**config.mk**
```make
export PLATFORM = sky130hd
export DESIGN_NAME = stamp_vending_controller_unit
export DESIGN_NICKNAME = d
export VERILOG_FILES = /design/src/sv/svc_pkg.sv /design/src/sv/svc_decide.sv /design/src/sv/stamp_vending_controller_unit.sv
export SDC_FILE = /design/constraint.sdc
export NUM_CORES = 1
export LEC_CHECK = 0
export CORE_MARGIN = 4
export CORE_UTILIZATION = 65
export CTS_CLUSTER_DIAMETER = 40
export DETAILED_ROUTE_END_ITERATION = 7
export DONT_BUFFER_PORTS = 1
export PLACE_DENSITY = 0.93
export REMOVE_ABC_BUFFERS = 1
export SLEW_MARGIN = 20
export SYNTH_ARGS = -nofsm -noshare
export SYNTH_HDL_FRONTEND = slang
export SYNTH_SLANG_ARGS = --single-unit
```
**constraint.sdc**
```tcl
create_clock -name aclk -period 18.4 [get_ports aclk]
set_clock_uncertainty 0.15 [all_clocks]
set_input_delay 0.92 -clock aclk [delete_from_list [all_inputs] [get_ports aclk]]
set_output_delay 0.92 -clock aclk [all_outputs]
set_load 0.05 [all_outputs]
```
**src/sv/svc_pkg.sv**
```systemverilog
package svc_pkg;

    localparam int COIN_KINDS    = 4;
    localparam int STAMP_KINDS   = 3;
    localparam int COUNT_MAX_DEF = 255;

    // Stamp stock only ever goes down from its reset value, so three bits hold it.
    localparam int STAMP_CNT_W = 3;

    // Coin kind positions in the coin stock.
    localparam int COIN_FIVE    = 0;
    localparam int COIN_TEN     = 1;
    localparam int COIN_QUARTER = 2;

    localparam logic [7:0] COIN_DENOM [COIN_KINDS]  = '{8'd5, 8'd10, 8'd25, 8'd50};
    localparam logic [7:0] STAMP_DENOM [STAMP_KINDS] = '{8'd10, 8'd15, 8'd25};

    localparam int COIN_RST [COIN_KINDS] = '{4, 5, 5, 5};
    localparam logic [STAMP_CNT_W-1:0] STAMP_RST [STAMP_KINDS] = '{3'd5, 3'd5, 3'd4};

    // Change amounts that a legal coin and stamp pair can produce.
    localparam logic [7:0] CHG_TEN       = 8'd10;
    localparam logic [7:0] CHG_FIFTEEN   = 8'd15;
    localparam logic [7:0] CHG_QUARTER   = 8'd25;
    localparam logic [7:0] CHG_THIRTYFIVE = 8'd35;
    localparam logic [7:0] CHG_FORTY     = 8'd40;

    typedef enum logic [2:0] {
        ST_DISPENSED     = 3'd0,
        ST_ILLEGAL_COIN  = 3'd1,
        ST_UNKNOWN_STAMP = 3'd2,
        ST_INSUFFICIENT  = 3'd3,
        ST_SOLD_OUT      = 3'd4,
        ST_NO_CHANGE     = 3'd5
    } status_t;

    typedef struct packed {
        status_t                  status;
        logic [4:0]               stamp_given;
        logic                     change_fives;
        logic                     change_tens;
        logic                     change_quarters;
        logic [5:0]               refund_value;
        logic                     sell;
        logic [COIN_KINDS-1:0]    coin_hit;
        logic [STAMP_KINDS-1:0]   stamp_hit;
    } decision_t;

endpackage

```
**src/sv/svc_decide.sv**
```systemverilog
module svc_decide
    import svc_pkg::*;
#(
    parameter int COUNT_W = 8
) (
    input  logic [7:0]             coin_value,
    input  logic [7:0]             stamp_value,
    input  logic [COUNT_W-1:0]     coin_cnt  [COIN_KINDS],
    input  logic [STAMP_CNT_W-1:0] stamp_cnt [STAMP_KINDS],
    output decision_t              dec
);

    logic [COIN_KINDS-1:0]  coin_hit;
    logic [STAMP_KINDS-1:0] stamp_hit;
    logic                   stamp_left;
    logic [7:0]             diff;
    logic                   f, t, q;
    logic                   can_pay;

    always_comb begin
        stamp_left = 1'b0;
        for (int i = 0; i < COIN_KINDS; i++) begin
            coin_hit[i] = (coin_value == COIN_DENOM[i]);
        end
        for (int i = 0; i < STAMP_KINDS; i++) begin
            stamp_hit[i] = (stamp_value == STAMP_DENOM[i]);
            stamp_left   = stamp_left | (stamp_hit[i] && (stamp_cnt[i] != '0));
        end

        diff = coin_value - stamp_value;
        f = 1'b0;
        t = 1'b0;
        q = 1'b0;
        unique case (diff)
            CHG_TEN:        t = 1'b1;
            CHG_FIFTEEN: begin
                f = 1'b1;
                t = 1'b1;
            end
            CHG_QUARTER:    q = 1'b1;
            CHG_THIRTYFIVE: begin
                t = 1'b1;
                q = 1'b1;
            end
            CHG_FORTY: begin
                f = 1'b1;
                t = 1'b1;
                q = 1'b1;
            end
            default: ;
        endcase
        can_pay = !(f && coin_cnt[COIN_FIVE] == '0)
               && !(t && coin_cnt[COIN_TEN] == '0)
               && !(q && coin_cnt[COIN_QUARTER] == '0);

        dec                 = '0;
        dec.coin_hit        = coin_hit;
        dec.stamp_hit       = stamp_hit;
        // Checks are reported in order: coin, stamp, amount, stock, change.
        priority if (coin_hit == '0) begin
            dec.status = ST_ILLEGAL_COIN;
        end else if (stamp_hit == '0) begin
            dec.status = ST_UNKNOWN_STAMP;
        end else if (coin_value < stamp_value) begin
            dec.status = ST_INSUFFICIENT;
        end else if (!stamp_left) begin
            dec.status       = ST_SOLD_OUT;
            dec.refund_value = coin_value[5:0];
        end else if (!can_pay) begin
            dec.status       = ST_NO_CHANGE;
            dec.refund_value = coin_value[5:0];
        end else begin
            dec.status          = ST_DISPENSED;
            dec.sell            = 1'b1;
            dec.stamp_given     = stamp_value[4:0];
            dec.change_fives    = f;
            dec.change_tens     = t;
            dec.change_quarters = q;
        end
    end

endmodule

```
**src/sv/stamp_vending_controller_unit.sv**
```systemverilog
// Stamp vending controller: each input beat is one sale attempt (a coin and a requested
// stamp) and produces exactly one result beat with the status, the stamp handed out, the
// change coins and any refund. The unit takes one beat per cycle unless the result side
// stalls. A beat is held in an input register, then decided against the coin and stamp
// stock as it moves into the result register, where the stock is updated in the same
// cycle, so each beat sees the stock left by the beat before it. A stall on the result
// side holds both registers; the input side stays ready while the input register is
// empty or the result can move on. Coin stock counts saturate at COUNT_MAX.
module stamp_vending_controller_unit
    import svc_pkg::*;
#(
    parameter int COUNT_MAX = COUNT_MAX_DEF
) (
    input  logic       aclk,
    input  logic       aresetn,
    input  logic       s_valid,
    output logic       s_ready,
    input  logic [7:0] s_coin_value,
    input  logic [7:0] s_stamp_value,
    output logic       m_valid,
    input  logic       m_ready,
    output logic [2:0] m_status,
    output logic [4:0] m_stamp_given,
    output logic       m_change_fives,
    output logic       m_change_tens,
    output logic       m_change_quarters,
    output logic [5:0] m_refund_value
);

    localparam int COUNT_W = $clog2(COUNT_MAX + 1);

    logic                   in_valid_reg;
    logic [7:0]             coin_reg, stamp_reg;
    logic                   out_valid_reg;
    status_t                status_reg;
    logic [4:0]             given_reg;
    logic                   fives_reg, tens_reg, quarters_reg;
    logic [5:0]             refund_reg;
    logic [COUNT_W-1:0]     coin_cnt_reg  [COIN_KINDS];
    logic [COUNT_W-1:0]     coin_cnt_next [COIN_KINDS];
    logic [STAMP_CNT_W-1:0] stamp_cnt_reg  [STAMP_KINDS];
    logic [STAMP_CNT_W-1:0] stamp_cnt_next [STAMP_KINDS];
    logic [COUNT_W-1:0]     coin_tmp;
    logic [COIN_KINDS-1:0]  pay_dec;
    decision_t              dec;
    logic                   advance, commit;

    assign advance = !out_valid_reg || m_ready;
    assign commit  = in_valid_reg && advance;
    assign s_ready = !in_valid_reg || advance;

    svc_decide #(
        .COUNT_W (COUNT_W)
    ) u_decide (
        .coin_value  (coin_reg),
        .stamp_value (stamp_reg),
        .coin_cnt    (coin_cnt_reg),
        .stamp_cnt   (stamp_cnt_reg),
        .dec         (dec)
    );

    always_comb begin
        pay_dec = '0;
        pay_dec[COIN_FIVE]    = dec.change_fives;
        pay_dec[COIN_TEN]     = dec.change_tens;
        pay_dec[COIN_QUARTER] = dec.change_quarters;
        for (int k = 0; k < COIN_KINDS; k++) begin
            coin_tmp = coin_cnt_reg[k] - COUNT_W'(pay_dec[k]);
            coin_cnt_next[k] = coin_tmp;
            if (dec.sell && dec.coin_hit[k] && coin_tmp < COUNT_W'(COUNT_MAX)) begin
                coin_cnt_next[k] = coin_tmp + COUNT_W'(1);
            end
        end
        for (int k = 0; k < STAMP_KINDS; k++) begin
            stamp_cnt_next[k] = stamp_cnt_reg[k]
                              - STAMP_CNT_W'(dec.sell && dec.stamp_hit[k]);
        end
    end

    always_ff @(posedge aclk) begin
        if (!aresetn) begin
            in_valid_reg  <= 1'b0;
            out_valid_reg <= 1'b0;
            for (int k = 0; k < COIN_KINDS; k++) begin
                coin_cnt_reg[k] <= COUNT_W'(COIN_RST[k]);
            end
            for (int k = 0; k < STAMP_KINDS; k++) begin
                stamp_cnt_reg[k] <= STAMP_RST[k];
            end
        end else begin
            if (s_ready) begin
                in_valid_reg <= s_valid;
            end
            if (advance) begin
                out_valid_reg <= in_valid_reg;
            end
            if (commit) begin
                coin_cnt_reg  <= coin_cnt_next;
                stamp_cnt_reg <= stamp_cnt_next;
            end
        end
    end

    always_ff @(posedge aclk) begin
        if (s_valid && s_ready) begin
            coin_reg  <= s_coin_value;
            stamp_reg <= s_stamp_value;
        end
        if (commit) begin
            status_reg   <= dec.status;
            given_reg    <= dec.stamp_given;
            fives_reg    <= dec.change_fives;
            tens_reg     <= dec.change_tens;
            quarters_reg <= dec.change_quarters;
            refund_reg   <= dec.refund_value;
        end
    end

    assign m_valid           = out_valid_reg;
    assign m_status          = status_reg;
    assign m_stamp_given     = given_reg;
    assign m_change_fives    = fives_reg;
    assign m_change_tens     = tens_reg;
    assign m_change_quarters = quarters_reg;
    assign m_refund_value    = refund_reg;

`ifndef SYNTH
    logic [STAMP_CNT_W+1:0] stamp_total;
    assign stamp_total = (STAMP_CNT_W+2)'(stamp_cnt_reg[0]) + (STAMP_CNT_W+2)'(stamp_cnt_reg[1])
                       + (STAMP_CNT_W+2)'(stamp_cnt_reg[2]);

    a_stamp_stock_falls: assert property (@(posedge aclk) disable iff (!aresetn)
        $past(aresetn) |-> (stamp_total <= $past(stamp_total)))
        else $error("stamp stock grew");

    a_sale_fields: assert property (@(posedge aclk) disable iff (!aresetn)
        (m_valid && m_status == ST_DISPENSED) |-> (m_stamp_given != '0 && m_refund_value == '0))
        else $error("sale beat without stamp or with refund");

    a_no_change_on_fail: assert property (@(posedge aclk) disable iff (!aresetn)
        (m_valid && m_status != ST_DISPENSED)
        |-> (!m_change_fives && !m_change_tens && !m_change_quarters && m_stamp_given == '0))
        else $error("change or stamp paid on a failed sale");
`endif

endmodule

```
# ---- Word level (Yosys, flattened, before mapping)
# Cells that the tools add are included.
# Widths: inputs -> output; s select.
dict set report totals {
  regBits 68
  in_bits 20
  word_cells 105
}
dict set report classes {
  n_addsub 10
  n_reduce_logical 39
  bitwise_logic 4
  n_mux 19
  n_lt_le_gt_ge 4
  n_eq_ne 12
}
# operator count
set op_table {}
lappend op_table {{$eq 8x4->1 const B} 5}
lappend op_table {{$mux 10} 3}
lappend op_table {{$add 8x1->8 const B} 3}
lappend op_table {{$eq 8x5->1 const B} 3}
lappend op_table {{$eq 8x6->1 const B} 3}
lappend op_table {{$logic_not 8->1} 3}
lappend op_table {{$lt 8x8->1 const B} 3}
lappend op_table {{$mux 8} 3}
lappend op_table {{$sub 8x1->8} 3}
lappend op_table {{$logic_and 1x1->1} 19}
lappend op_table {{$mux 3} 4}
lappend op_table {{$mux 6} 2}
lappend op_table {{$reduce_bool 3->1} 3}
lappend op_table {{$sub 3x1->3} 3}
lappend op_table {{$eq 8x3->1 const B} 1}
lappend op_table {{$lt 8x8->1} 1}
lappend op_table {{$sub 8x8->8} 1}
lappend op_table {{$reduce_or 3->1} 2}
lappend op_table {{$logic_not 1->1} 5}
lappend op_table {{$mux 1} 5}
lappend op_table {{$reduce_or 5->1} 1}
lappend op_table {{$logic_not 4->1} 1}
lappend op_table {{$mux 2} 2}
lappend op_table {{$reduce_or 4->1} 1}
lappend op_table {{5 further kinds} 8}

# ---- Logic depth before layout (Yosys ltp)
dict set report logic_depth {
  depth_word 17
  mapped_depth 24
}

# ---- Modules after synthesis
# From an unflattened synthesis, not the netlist that was laid out.
dict set report unflattened {
  cells_unflattened 580
  area_unflattened_um2 5132.4
}
# mod cells_each instances area_each_um2 seq_area_each_um2
set by_module_without_submodules {}
lappend by_module_without_submodules {stamp_vending_controller_unit 437 1 4180.3 1851.8}
lappend by_module_without_submodules {svc_decide 143 1 952.2 0.0}

# ---- Least setup slack after synthesis
# OpenSTA, ideal clock, no wires.
dict set report synth_timing {
  kind {register -> register}
  startpoint {register coin_reg[0]}
  endpoint {register coin_cnt_reg[18] (netlist bit)}
  slack_ns 12.447
  n_path_buf 0
  arrival_time_ns 5.680
  required_ns 18.127
  path_stages_with_launch 23
  setup_ns 0.123
  path_cell_list {edfxtp_1 -> inv_1 -> ha_1 -> fa_1 -> and2b_4 -> o21ai_2 -> nor3b_1 -> nor2_2 -> mux2i_1 -> a32oi_1 -> nor2_1 -> nor3_1 -> nor4b_1 -> ha_1 -> ha_1 -> or3b_2 -> nor3_2 -> xnor2_1 -> or3_1 -> nand4_2 -> or4_1 -> a21oi_1 -> mux2_1}
}
# element line
set synth_rtl {}
lappend synth_rtl {{start, declared} stamp_vending_controller_unit.sv:33} ;# logic [7:0] coin_reg, stamp_reg;
lappend synth_rtl {{start signal, assigned} stamp_vending_controller_unit.sv:106} ;# coin_reg <= s_coin_value;
lappend synth_rtl {{end signal, assigned by index} stamp_vending_controller_unit.sv:85} ;# coin_cnt_reg[k] <= COUNT_W'(COIN_RST[k]);
lappend synth_rtl {{end signal, assigned} stamp_vending_controller_unit.sv:98} ;# coin_cnt_reg <= coin_cnt_next;
lappend synth_rtl {{end, declared} stamp_vending_controller_unit.sv:39} ;# logic [COUNT_W-1:0] coin_cnt_reg [COIN_KINDS];

==> metrics.yaml <==
outcome: "complete, no violations"
placement.io_buffers: 0
drt_first_iter_violations: 314
cp_slowest_stage_delay_ns: 0.65
worstSetupEndpointType: "flop"
use_met3: 0.0469
globalRoute.busiestLayer: "met2"
fmax_mhz: 136
tightestPinTransition_ns: 0.828
yosys.area_share.xor_xnor: 0.0526
netlist_instances: 570
layout_worst_path_cycle_share: 0.401
globalRouteMet2Util: 0.465
grt_pass1_wl_um: 19500
clock_sink_count: 68
die_w_um: 96.3
post_cts_resize_count: 0
crit_path_kind: "flop to flop"
syn_area_per_cell_um2: 8.89
grt_setup_unrepaired: "false"
floorplan.core_area_um2: 7410
ys.flop_type: "sky130_fd_sc_hd__dfxtp_1"
final-max-slew-violation-count: 0
cts_tree: "yes"
yosys.area.top_type: "sky130_fd_sc_hd__edfxtp_1"
synth_compound_area_frac: 0.167
top_level_pins: 39
worst_setup_path_start_kind: "flop"
hold_buffers: 0
synth.top_cell.area_share: 0.196
finalSetupViolations: 0
setup_slack_ns: 11.03
vias_per_cell: 6.53
layout.cells.most_common: "sky130_fd_sc_hd__nand2_1"
crit_fanout: 11
cts_inserted_buffers: 9
cts.clk_slew.worst_paths_ns: 0.08
vias_post_dr: 4288
critical_path.cell_chain: "ha_1 > fa_1 > and2b_4 > o21ai_2 > nor3b_1 > nor2_2 > mux2i_1 > a32oi_1 > nor2_1 > nor3_1 > nor4b_1 > ha_1 > ha_1 > or3b_2 > nor3_2 > xnor2_1 > or3_1 > nand4_2 > or4_1 > a21oi_1 > mux2_1"
global_route_usage_over_all_layers: 0.270
fraction_of_the_mapped_netlist_area_in_simple_logic_gates: 0.287
grt_pass1_vias: 4088
hp-start: "coin_cnt_reg[8]$_SDFFE_PN1P_"
rows: 31
hold_path.class: "flop to flop"
cts_buffer_depth: 2
globalplace.congestion: 0.978
ctsHtreeMaxLevel: 3
dieArea_um2: 9270
cap_viol_max_count: 0
synth-seq-area-share: 0.334
synth_top_family_by_area: "simple AND/OR/NAND/NOR gates"
worst_path_most_repeated_cell: "sky130_fd_sc_hd__ha_1"
drt-wirelength-per-cell_um: 17.6
cp.required_ns: 18.49
largest_net_degree_at_the_start_of_global_routing: 57
critical-path-slowest-cell: "sky130_fd_sc_hd__nor3_1"
synthAdderAreaFrac: 0.0632
power.ir.vdd_worst_v: 0.0000706
global_route.overflow_total: 0
layout-drive-gt1-share: 0.0950
num_antenna_cells: 0
dp.final_hpwl_um: 8130
met1_grt_util: 0.338
drc: 0
cp-startpoint: "stamp_reg[0]$_DFFE_PP_"
worstSkewPairLatency_ns: 0.36
postSynth.asyncResetShare: 0
critical_path.reg2reg.startpoint: "stamp_reg[0]$_DFFE_PP_"
cts.root.buffer_cell: "sky130_fd_sc_hd__clkbuf_8"
p_total_uw: 373
hold_violations: 0
area_growth_syn_to_layout_pct: 5.09
netlist-cell-type-count: 80
cells_taking_the_most_area_after_synthesis: "sky130_fd_sc_hd__edfxtp_1, sky130_fd_sc_hd__dfxtp_1, sky130_fd_sc_hd__ha_1"
final_cell_mix: "sky130_fd_sc_hd__nand2_1, sky130_fd_sc_hd__inv_1, sky130_fd_sc_hd__dfxtp_1"
number_of_enable_type_register_cells_in_the_synthesized_netlist: 33
leakagePower_nw: 1.95
post_cts_repair_timing_setup_buffer_count: 0
drt_pre_antenna_iters: 6
largest_register_ffs: 24
final_core_utilization: 0.718
timing.slew.headroom: 0.443
yosys_register_bits: 68
setup-tns-final_ns: 0
antenna_found_initial: 0
post_synthesis_mux_area_share: 0.0437
post_synth_instance_area_um2: 5060
synth_warnings: 0
route.antenna.remaining_nets: 0
arrival_ns: 7.46
final_net_count: 598
route.final.wire_length_um: 11600
pwr_density_cell_nw_per_um2: 70.0
initial_utilization: 0.684
timing.final.crit_period_ns: 7.37
post-place-ws_ns: 11.21
die_h_um: 96.3
[synthesized netlist by cell type (9+ instances only)]
library cell and count:
sky130_fd_sc_hd__xor2_1 10, sky130_fd_sc_hd__or3_1 9, sky130_fd_sc_hd__nand2b_1 23, sky130_fd_sc_hd__nor3_1 12, sky130_fd_sc_hd__inv_1 35, sky130_fd_sc_hd__dfxtp_1 35
sky130_fd_sc_hd__clkbuf_1 21, sky130_fd_sc_hd__o21ai_0 15, sky130_fd_sc_hd__nor2_1 33, sky130_fd_sc_hd__xnor2_1 16, sky130_fd_sc_hd__and3_1 9, sky130_fd_sc_hd__and2_1 14
sky130_fd_sc_hd__nand3_1 21, sky130_fd_sc_hd__nand2_1 50, sky130_fd_sc_hd__edfxtp_1 33, sky130_fd_sc_hd__a21oi_1 20, sky130_fd_sc_hd__ha_1 24, sky130_fd_sc_hd__o211ai_1 10
sky130_fd_sc_hd__mux2i_1 21
[power breakdown]
part / internal [mW] / leakage [nW] / switching, mW
Combinational: 0.0178 / 1.23 / 0.0288
Clock: 0.0879 / 0.125 / 0.0613
Sequential: 0.165 / 0.587 / 0.0119
Total: 0.271 / 1.95 / 0.102
[per-layer routing]
| metal | up-vias | share of wire |
|---|---|---|
| li1 | 2052 | - |
| met1 | 2035 | 0.42 |
| met2 | 175 | 0.50 |
| met3 | 26 | 0.062 |
| met4 | 0 | 0.022 |
| met5 | - | 0 |
[layout make-up]
type | instances | area [um^2]
fillers | 523 | 2090
repair buffers | 3 | 22.5
clock buffers | 13 | 203
well taps | 99 | 124
multi-input cells | 436 | 3100
clock inverters | 3 | 47.5
flip-flops and latches | 68 | 1690
inverters | 35 | 131
[final timing paths]
check | cells after the start | endpoint | slack [ns]
min | 2 | coin_cnt_reg[8]$_SDFFE_PN1P_ | 0.36
max reg2reg | 21 | coin_cnt_reg[18]$_SDFFE_PN1P_ | 11.03
max | 21 | coin_cnt_reg[18]$_SDFFE_PN1P_ | 11.03
min reg2reg | 2 | coin_cnt_reg[8]$_SDFFE_PN1P_ | 0.36
[per-stage QoR]
stage | instances | cell area, um^2 | hold WS [ns]
detailed placement | 641 | 5070 | 0.348
finish | 657 | 5320 | 0.363
global route | 657 | 5320 | 0.373
global placement | 641 | 5070 | 0.318
floorplan | 539 | 4930 | 0.300
CTS | 657 | 5320 | 0.362
[cell families after synthesis]
kind of cell / after synthesis
AND/OR/NAND/NOR: 250
AO/OA/AOI/OAI: 111
flip-flops: 68
buffers and inverters: 66
XOR/XNOR: 28
adder cells (fa/ha/maj): 25
multiplexers: 22
[critical path, delay by kind of cell (launching register included)]
family	cells	cell delay, ns
multiplexers	2	0.64
flip-flops	1	0.53
adder cells (fa/ha/maj)	4	1.36
XOR/XNOR	1	0.23
AND/OR/NAND/NOR	11	3.84
AO/OA/AOI/OAI	3	0.51
(Power assumes the default switching activity.)
